**config.mk**
```make
export PLATFORM = sky130hd
export DESIGN_NAME = chc_divider
export DESIGN_NICKNAME = d
export VERILOG_FILES = /design/src/rtl/chc_divider.sv
export SDC_FILE = /design/constraint.sdc
export NUM_CORES = 1
export LEC_CHECK = 0
export CORE_AREA = 2 2 86 170
export CTS_CLUSTER_SIZE = 10
export DETAILED_ROUTE_END_ITERATION = 7
export DIE_AREA = 0 0 88 172
export DONT_BUFFER_PORTS = 1
export GPL_TIMING_DRIVEN = 1
export PLACE_DENSITY_LB_ADDON = 0.05
export SYNTH_ARGS = -nofsm -noshare
export SYNTH_HDL_FRONTEND = slang
export SYNTH_SLANG_ARGS = --single-unit
```
**constraint.sdc**
```tcl
create_clock -name clk -period 13 [get_ports clk]
set_input_delay 2.6 -clock clk [delete_from_list [all_inputs] [get_ports clk]]
set_output_delay 2.6 -clock clk [all_outputs]
set_load 0.01 [all_outputs]
```
**src/rtl/chc_divider.sv**
```systemverilog
`timescale 1ns / 1ps
// ----------------------------------------------------------------------------
// Compass heading divider
// Unsigned restoring divider, one quotient bit per cycle.
// ----------------------------------------------------------------------------
module chc_divider #(
  parameter int W = 40
) (
  input  logic         clk,
  input  logic         rst,
  input  logic         start,
  input  logic [W-1:0] dividend,
  input  logic [W-1:0] divisor,
  output logic         busy,
  output logic [W-1:0] quotient
);
  logic [W-1:0] rem;
  logic [W-1:0] dvs;
  logic [$clog2(W+1)-1:0] cnt;
  logic [W:0] trial;

  assign trial = {rem[W-1:0], quotient[W-1]} - {1'b0, dvs};

  always_ff @(posedge clk) begin
    if (rst) begin
      busy <= 1'b0;
      cnt <= '0;
    end else if (start) begin
      busy <= 1'b1;
      cnt <= ($clog2(W+1))'(W);
      rem <= '0;
      quotient <= dividend;
      dvs <= divisor;
    end else if (busy) begin
      if (!trial[W]) begin
        rem <= trial[W-1:0];
        quotient <= {quotient[W-2:0], 1'b1};
      end else begin
        rem <= {rem[W-2:0], quotient[W-1]};
        quotient <= {quotient[W-2:0], 1'b0};
      end
      cnt <= cnt - 1'b1;
      if (cnt == ($clog2(W+1))'(1)) begin
        busy <= 1'b0;
      end
    end
  end
endmodule

```
# ---- After elaboration in Yosys (flattened, before gate mapping)
# Index checks and enable logic that the tools add are counted.
dict set report word_totals {
  register_bits 127
  in_bits 83
  output_inout_bits 41
  elab_cells 24
}
dict set report op_classes {
  n_addsub 2
  n_eq_ne 1
  muxes 10
  bitwise 1
  reduce_logical 4
}
# op n
set op_table {}
lappend op_table {{$mux W40} 4}
lappend op_table {{$sub A41 B40 Y41} 1}
lappend op_table {{$mux W6} 2}
lappend op_table {{$eq A6 B1 Y1 const B} 1}
lappend op_table {{$sub A6 B1 Y6 const B} 1}
lappend op_table {{$mux W1} 4}
lappend op_table {{$reduce_and A2 Y1} 2}
lappend op_table {{$reduce_bool A2 Y1} 1}
lappend op_table {{$reduce_or A2 Y1} 1}
lappend op_table {{$not A1 Y1} 1}

# ---- Logic depth before layout (Yosys ltp)
# Gate-level depths: netlist (run 1).
dict set report logic_depth {
  ltp_word 4
  mapped_depth 15
  mapped_depth_nobuf 13
}

# ---- Worst setup path before layout (run 1)
# No wires, ideal clock.
dict set report synth_timing {
  path_type {input -> register}
  start {input start}
  end {register busy}
  setup_time_ps 73
  arrival_time_ps 7078
  t_required_ps 12927
  setup_slack_ps 5849
  cell_stages 5
  n_path_buf 2
  cell_sequence {clkbuf_1 clkbuf_1 nor2_1 nor2_1 o41a_1}
}
dict set report synth_between {
  elab_chain_len 1
}
# item line
set synth_rtl {}
lappend synth_rtl {{start, declared} 11} ;# input logic start,
lappend synth_rtl {{$mux W1} 28} ;# end else if (start) begin
lappend synth_rtl {{end signal, assigned} 26} ;# busy <= 1'b0;
lappend synth_rtl {{end signal, assigned} 29} ;# busy <= 1'b1;
lappend synth_rtl {{end signal, assigned} 44} ;# busy <= 1'b0;
lappend synth_rtl {{end, declared} 14} ;# output logic busy,
# Every way passes these cells.
# A chain may end at the register's enable or synchronous reset.

# ---- Worst setup path in the final report (run 1)
dict set report layout_timing {
  start {register quotient[39]}
  end {register rem[1], data pin}
}
dict set report layout_between {
  elab_chain_len 3
}
# item line
set layout_rtl {}
lappend layout_rtl {{start, declared} 15} ;# output logic [W-1:0] quotient
lappend layout_rtl {{start signal, assigned} 32} ;# quotient <= dividend;
lappend layout_rtl {{start signal, assigned} 37} ;# quotient <= {quotient[W-2:0], 1'b1};
lappend layout_rtl {{start signal, assigned} 40} ;# quotient <= {quotient[W-2:0], 1'b0};
lappend layout_rtl {{$sub A41 B40 Y41} 22} ;# assign trial = {rem[W-1:0], quotient[W-1]} - {1'b0, dvs};
lappend layout_rtl {{$mux W40} 35} ;# if (!trial[W]) begin
lappend layout_rtl {{$mux W40} 34} ;# end else if (busy) begin
lappend layout_rtl {{end signal, assigned} 36} ;# rem <= trial[W-1:0];
lappend layout_rtl {{end signal, assigned} 39} ;# rem <= {rem[W-2:0], quotient[W-1]};
lappend layout_rtl {{end, declared} 17} ;# logic [W-1:0] rem;
# Every way passes these cells. The select of a mux whose other input is x is not followed.

==> impl_metrics.tcl, run 1 <==
set metrics [dict create \
    finClkSkew_ps 14.0 \
    max_freq_mhz 235 \
    dp_hpwl_um 11200 \
    synth_edf_count 120 \
    crit_family "compound AO/OA/AOI/OAI gates" \
    mostFrequentLayoutCells "120 x edfxtp_1, 68 x nor2_1, 48 x inv_1" \
    seqCellArea_um2 3740 \
    drc 0 \
    worst-path-stages 14 \
    grt_max_degree 91 \
    setup_slack_ps 8750 \
    path_cells "inv_1, ha_1, fa_1, nand2b_1, a21oi_1, o211ai_1, a211o_1, nand4_2, a31oi_4, o31ai_4, xor2_4, buf_4, mux2_1, nor2_1" \
    routedWlPerCell_um 18.3 \
    dr.pass1.iters 4 \
    rsz0062_at_grt "false" \
    cts_root_buf "clkbuf_16" \
    startpoint_type "flop" \
    drive_above_1_share_pct 12.6 \
    synth_nets 784 \
    fillers 1154 \
    multi_input_area_um2 3370 \
    gp_congestion 0.890 \
    syn_to_final_growth_pct 10.0 \
    cts-resized-gates 0 \
    portBuffers 0 \
    leakagePower_nw 3.21 \
    vias 4955 \
    arrival_ps 4520 \
    post_cts_buffers 0 \
    synth-seq-cells 127 \
    max_cap_viol_count 0 \
    fp-row-count 61 \
    crit_buf_inv 2 \
    async_flop_share_pct 0 \
    synth_warnings 0 \
    hold_buffers 0 \
    grt_pass1_wl_um 24800 \
    critical-path-slowest-cell "xor2_4" \
    min-delay-path-class "flop to flop" \
    nets 780 \
    crit_fanout 34 \
    antenna_cells 0 \
    min_path_cells 2 \
    worstRegToRegCells 14 \
    io_pins 124 \
    place_ws_ps 8530 \
    final_common_cell "edfxtp_1" \
    critical_path_class "flop to flop" \
    syn_inst 658 \
    die_w_um 88 \
    ys.flop_type "edfxtp_1" \
    grt_usage_pct 21.3 \
    setup_viol 0 \
    die_h_um 172 \
    maxSlewHeadroom_pct 44.2 \
    power_density_nw_per_um2 163 \
    finalHoldViolations 0 \
    synth_area_leaders "edfxtp_1 49%, ha_1 7.1%, mux2_2 5.9%" \
    grt_pass1_vias 5299 \
    coreArea_um2 13800 \
    cts_buffers 17 \
    netlist_area_um2 7410 \
    totalWireLength_um 15700 \
    antenna_left 0 \
    dpl-instance-area_um2 7550 \
    period_share_pct 32.7 \
    drt_first_iter_violations 179 \
    yosysTopAreaCellShare_pct 48.7 \
    power.total_mw 1.33 \
    status "completed" \
    cp-end-kind "flop" \
    initial_core_util_pct 53.6 \
    insertion_delay_ps 420 \
    via_per_inst 5.79 \
    die_area_um2 15100 \
    fin_area_um2 8150 \
    setup_tns_ps 0 \
    layout_min_cycle_time_ps 4250 \
    syn_avg_cell_area_um2 11.3 \
    cp.required_ps 13270 \
    yosysTopAreaCell "edfxtp_1" \
    ir_drop_mv 0.110 \
    clk_path_buf_depth 2 \
    overflow 0 \
    cts.clk_slew.worst_paths_ps 60 \
    slowest_delay_ps 550 \
    slew_viol_final 0 \
    seq_area_frac_synth_pct 50.5 \
    htreeDepth 4 \
    tightest_slew_ps 835 \
    synth_cell_type_count 61 \
    clock_sinks 127 \
    antenna_found_initial 0 \
    cts_tree "yes" \
]
## worst reg2reg max path: stages, from the launching register on
cell,delay (ps)
edfxtp_1,430
inv_1,70
ha_1,220
fa_1,400
nand2b_1,180
a21oi_1,210
o211ai_1,150
a211o_1,320
nand4_2,150
a31oi_4,120
o31ai_4,280
xor2_4,550
buf_4,540
mux2_1,390
nor2_1,90
## cell type report
type                       instances  area share (%)
sequential                       127            45.9
clock inverter                    14            2.07
timing repair buffer               3           0.276
clock buffer                      18            5.27
multi-input combinational        457            41.3
inverter                          48            2.21
tap                              189            2.90
## synth_stat cells, drive strengths merged, types with 9 or more instances
library cell,number
a21o,12
a21oi,43
buf,9
clkbuf,17
edfxtp,120
ha,42
inv,48
mux2,40
mux2i,31
nand2,34
nand2b,12
nand3,9
nor2,69
nor3,12
o21ai,25
xnor2,24
xor2,15
## metrics by stage
stage / hold slack, ps / util (%) / cells
2_1_floorplan: 469 / - / 658
3_3_place_gp: 488 / 54.7 / 824
3_5_place_dp: 503 / 54.7 / 824
4_1_cts: 513 / 59.0 / 856
5_1_grt: 554 / 59.0 / 856
6_report: 514 / 59.0 / 856
## where the power goes
part | internal [mW] | switching (mW) | total (mW)
combinational | 0.136 | 0.182 | 0.318
sequential | 0.496 | 0.0242 | 0.520
clock | 0.290 | 0.199 | 0.488
## registers in the layout (all words and copies together), names as in the netlist
signal / flops
quotient: 40
dvs: 40
rem: 40
cnt: 6
busy: 1
## worst paths after layout
path                                             start                   end  slack (ps)
worst max-delay path            quotient[39]$_DFFE_PP_  rem[1]$_SDFFCE_PP0P_        8750
worst max register to register  quotient[39]$_DFFE_PP_  rem[1]$_SDFFCE_PP0P_        8750
worst min register to register     cnt[1]$_SDFFE_PP0P_   cnt[1]$_SDFFE_PP0P_         510
worst min-delay path               cnt[1]$_SDFFE_PP0P_   cnt[1]$_SDFFE_PP0P_         510
## per-layer routing
metal,vias to the layer above,part of all wire (%),track usage (%)
li1,2411,-,-
met1,2362,38,22.2
met2,151,54,38.5
met3,31,5.1,6.21
met4,0,3.0,9.77
met5,-,0,0
## cell families after synthesis
family	after synthesis	synth area share [%]
AOI/OAI and AO/OA	130	11.5
xor gates and xnor gates	39	4.71
adders and majority gates	43	7.37
buffers and inverters	74	4.34
DFF	127	50.5
muxes	71	10.3
and+or+nand+nor	174	11.3
Power figures use the tool's default switching activity.
==> inputs of run 2 (changes only) <==
==> constraint.sdc (replaced) <==
create_clock -name clk -period 4.2 [get_ports clk]
set_input_delay 0.84 -clock clk [delete_from_list [all_inputs] [get_ports clk]]
set_output_delay 0.84 -clock clk [all_outputs]
set_load 0.01 [all_outputs]
==> impl_metrics.tcl, run 2 (synthesis results as in run 1) <==
set metrics [dict create \
    insertion_delay_ps 420 \
    startpoint_type "flop" \
    drc 0 \
    die_h_um 172 \
    via_per_inst 5.72 \
    period_share_pct 87.0 \
    arrival_ps 3930 \
    worstHoldStart "rst" \
    dp_hpwl_um 10600 \
    hold_buffers 0 \
    cp-end-kind "flop" \
    gp_congestion 0.874 \
    routedWlPerCell_um 17.6 \
    crit_fanout 49 \
    overflow 0 \
    max_freq_mhz 274 \
    cts_buffers 17 \
    cts.clk_slew.worst_paths_ps 60 \
    cts-resized-gates 0 \
    startpoint "quotient[39]$_DFFE_PP_" \
    syn_to_final_growth_pct 10.6 \
    finalHoldViolations 0 \
    layout_min_cycle_time_ps 3650 \
    r2r-start "quotient[39]$_DFFE_PP_" \
    setup_tns_ps 0 \
    cts_root_buf "clkbuf_16" \
    grt_pass1_wl_um 23800 \
    setup_viol 0 \
    power_density_nw_per_um2 507 \
    nets 780 \
    grt_usage_pct 20.5 \
    portBuffers 0 \
    maxSlewHeadroom_pct 27.4 \
    dr.pass1.iters 4 \
    totalWireLength_um 15100 \
    power.total_mw 4.15 \
    status "completed" \
    antenna_found_initial 0 \
    clock_sinks 127 \
    grt_max_degree 91 \
    critical_path_class "flop to flop" \
    ir_drop_mv 0.388 \
    fillers 1168 \
    htreeDepth 4 \
    cts_tree "yes" \
    io_pins 124 \
    cp.required_ps 4470 \
    drive_above_1_share_pct 12.6 \
    mostFrequentLayoutCells "120 x edfxtp_1, 68 x nor2_1, 48 x inv_1" \
    fp-row-count 61 \
    vias 4894 \
    antenna_cells 0 \
    finClkSkew_ps 11.5 \
    min-delay-path-class "input port to flop" \
    coreArea_um2 13800 \
    post-route-util_pct 59.3 \
    clk_path_buf_depth 2 \
    die_w_um 88 \
    post_cts_buffers 0 \
    slew_viol_final 0 \
    max_cap_viol_count 0 \
    initial_core_util_pct 53.6 \
    tightest_slew_ps 1090 \
    rsz0062_at_grt "false" \
    die_area_um2 15100 \
    antenna_left 0 \
    top_regs "dvs (40), quotient (40), rem (40)" \
    leakagePower_nw 3.24 \
    final_common_cell "edfxtp_1" \
    drt_first_iter_violations 217 \
    grt_pass1_vias 5149 \
]
==> run 2: worst max-delay path, stage by stage (launching register included) <==
cell and delay (ps):
edfxtp_1 430, inv_1 70, ha_1 220, fa_1 410, nand2b_1 180, a21oi_1 210
o211ai_1 150, a211o_1 320, nand4_2 150, a31oi_4 120, o31ai_4 280, xor2_4 190
buf_12 300, mux2_1 360, nor2_1 100
==> run 2: metal layers <==
layer	vias to the layer above	wire length, µm	GRT usage [%]	part of all wire, %
met5	-	0	0	0
met4	0	300	9.03	2.0
met3	22	763	5.35	5.1
met2	156	8350	38.2	55
met1	2321	5670	20.6	38
li1	2395	-	-	-
==> run 2: where the power goes <==
part | internal [mW] | switching [mW]
sequential | 1.54 | 0.0739
combinational | 0.429 | 0.550
clock | 1.01 | 0.551
==> run 2: layout make-up <==
type / instances / area, µm² / area share (%)
Multi-Input combinational cell: 457 / 3370 / 41.1
Inverter: 48 / 180 / 2.20
Tap cell: 189 / 236 / 2.89
Clock buffer: 19 / 443 / 5.41
Timing Repair Buffer: 3 / 35.0 / 0.428
Sequential cell: 127 / 3740 / 45.7
Clock inverter: 13 / 186 / 2.28
==> run 2: path summary, 6_finish.rpt <==
path | to | slack (ps) | cells past startpoint
setup / recovery | rem[1]$_SDFFCE_PP0P_ | 550 | 14
hold / removal | cnt[5]$_SDFFE_PP0N_ | 490 | 1
setup reg to reg | rem[1]$_SDFFCE_PP0P_ | 550 | 14
hold reg to reg | cnt[1]$_SDFFE_PP0P_ | 500 | 2
==> run 2: stage by stage <==
step	worst slack, ps	std cells	area [µm²]	hold slack (ps)
after floorplan	206	658	7410	469
after global placement	619	824	7560	486
after detailed placement	535	824	7560	504
after CTS	503	856	8190	471
after global routing	239	856	8190	471
final	546	856	8190	488
==> inputs of run 3 (changes only) <==
--- a/config.mk
+++ b/config.mk
@@ -5,10 +5,10 @@
 export SDC_FILE = /design/constraint.sdc
 export NUM_CORES = 1
 export LEC_CHECK = 0
-export CORE_AREA = 2 2 86 170
+export CORE_AREA = 2 2 82 163
 export CTS_CLUSTER_SIZE = 10
 export DETAILED_ROUTE_END_ITERATION = 7
-export DIE_AREA = 0 0 88 172
+export DIE_AREA = 0 0 84 165
 export DONT_BUFFER_PORTS = 1
 export GPL_TIMING_DRIVEN = 1
 export PLACE_DENSITY_LB_ADDON = 0.05
==> impl_metrics.tcl, run 3 (synthesis results as in run 1) <==
set metrics [dict create \
    cts-resized-gates 0 \
    drive_above_1_share_pct 12.6 \
    clk_path_buf_depth 2 \
    io_pins 124 \
    critical_path_class "flop to flop" \
    antenna_left 0 \
    final_common_cell "edfxtp_1" \
    fp-row-count 58 \
    dr.pass1.iters 4 \
    arrival_ps 3850 \
    setup_slack_ps 538 \
    fin_cells 817 \
    dp_hpwl_um 10700 \
    cp-end-kind "flop" \
    coreArea_um2 12600 \
    clock_sinks 127 \
    tightest_slew_ps 950 \
    place_ws_ps 518 \
    insertion_delay_ps 430 \
    max_cap_viol_count 0 \
    grt_usage_pct 22.2 \
    placedCellCount 785 \
    vias 4987 \
    mostFrequentLayoutCells "120 x edfxtp_1, 68 x nor2_1, 48 x inv_1" \
    min-delay-path-class "input port to flop" \
    power_density_nw_per_um2 509 \
    fin_area_um2 8140 \
    cts.clk_slew.worst_paths_ps 60 \
    slew_viol_final 0 \
    finClkSkew_ps 17.9 \
    cts_tree "yes" \
    htreeDepth 4 \
    nets 780 \
    die_area_um2 13900 \
    via_per_inst 6.10 \
    antenna_cells 0 \
    layout_min_cycle_time_ps 3660 \
    status "completed" \
    die_h_um 165 \
    finalHoldViolations 0 \
    grt_pass1_vias 5171 \
    setup_viol 0 \
    holdWs_ps 485 \
    routedWlPerCell_um 18.7 \
    top_regs "dvs (40), quotient (40), rem (40)" \
    crit_fanout 49 \
    period_share_pct 87.2 \
    overflow 0 \
    post_cts_buffers 0 \
    syn_to_final_growth_pct 9.88 \
    cts_root_buf "clkbuf_16" \
    power.total_mw 4.14 \
    gp_congestion 0.869 \
    grt_pass1_wl_um 24200 \
    drt_first_iter_violations 160 \
    hold_buffers 0 \
    cp.required_ps 4380 \
    leakagePower_nw 3.23 \
    drc 0 \
    portBuffers 0 \
    initial_core_util_pct 59.0 \
    totalWireLength_um 15300 \
    rsz0062_at_grt "false" \
    die_w_um 84 \
    post-route-util_pct 64.8 \
    cts_buffers 17 \
    grt_max_degree 91 \
    max_freq_mhz 273 \
    maxSlewHeadroom_pct 36.5 \
    setup_tns_ps 0 \
    ir_drop_mv 0.337 \
    dpl-instance-area_um2 7530 \
    antenna_found_initial 0 \
    startpoint_type "flop" \
]
run 3: changes by cell type in the layout (fill, tap and decap cells not counted), sizes merged:
cell	previous run	this run
bufinv	4	3
clkbuf	19	18
clkinv	7	5
clkinvlp	1	2
inv	49	52
run 3: path summary, 6_finish.rpt:
check	from	to	slack [ps]	cells past startpoint
setup reg to reg	quotient[39]$_DFFE_PP_	rem[25]$_SDFFCE_PP0P_	540	14
hold reg to reg	cnt[1]$_SDFFE_PP0P_	cnt[1]$_SDFFE_PP0P_	510	2
setup / recovery	quotient[39]$_DFFE_PP_	rem[25]$_SDFFCE_PP0P_	540	14
hold / removal	rst	cnt[0]$_SDFFE_PP0P_	480	1
run 3: cell type report:
type / instances / area, µm²
Tap cell: 150 / 188
Fill cell: 980 / 4420
Timing Repair Buffer: 3 / 47.5
Inverter: 48 / 180
Multi-Input combinational cell: 457 / 3370
Clock inverter: 14 / 183
Clock buffer: 18 / 429
Sequential cell: 127 / 3740
run 3: report_power, final:
group	internal, mW	leakage (nW)	switching (mW)
Clock	0.945	0.293	0.605
Sequential	1.54	1.21	0.0746
Combinational	0.431	1.73	0.553
Total	2.91	3.23	1.23
run 3: layer usage:
metal	track usage (%)	part of all wire [%]	up-vias	routed length (µm)
met1	22.8	37	2369	5720
li1	-	-	2400	-
met3	5.70	5.8	32	888
met4	10.6	2.4	0	374
met2	41.5	54	186	8290
met5	0	0	-	0
run 3: critical path, stage by stage, from the launching register on:
cell and delay [ps]:
edfxtp_1 440, inv_1 90, ha_1 230, fa_1 410, nand2b_1 180, a21oi_1 200
o211ai_1 150, a211o_1 320, nand4_2 150, a31oi_4 130, o31ai_4 290, xor2_4 190
buf_12 270, mux2i_1 240, nor2_1 50
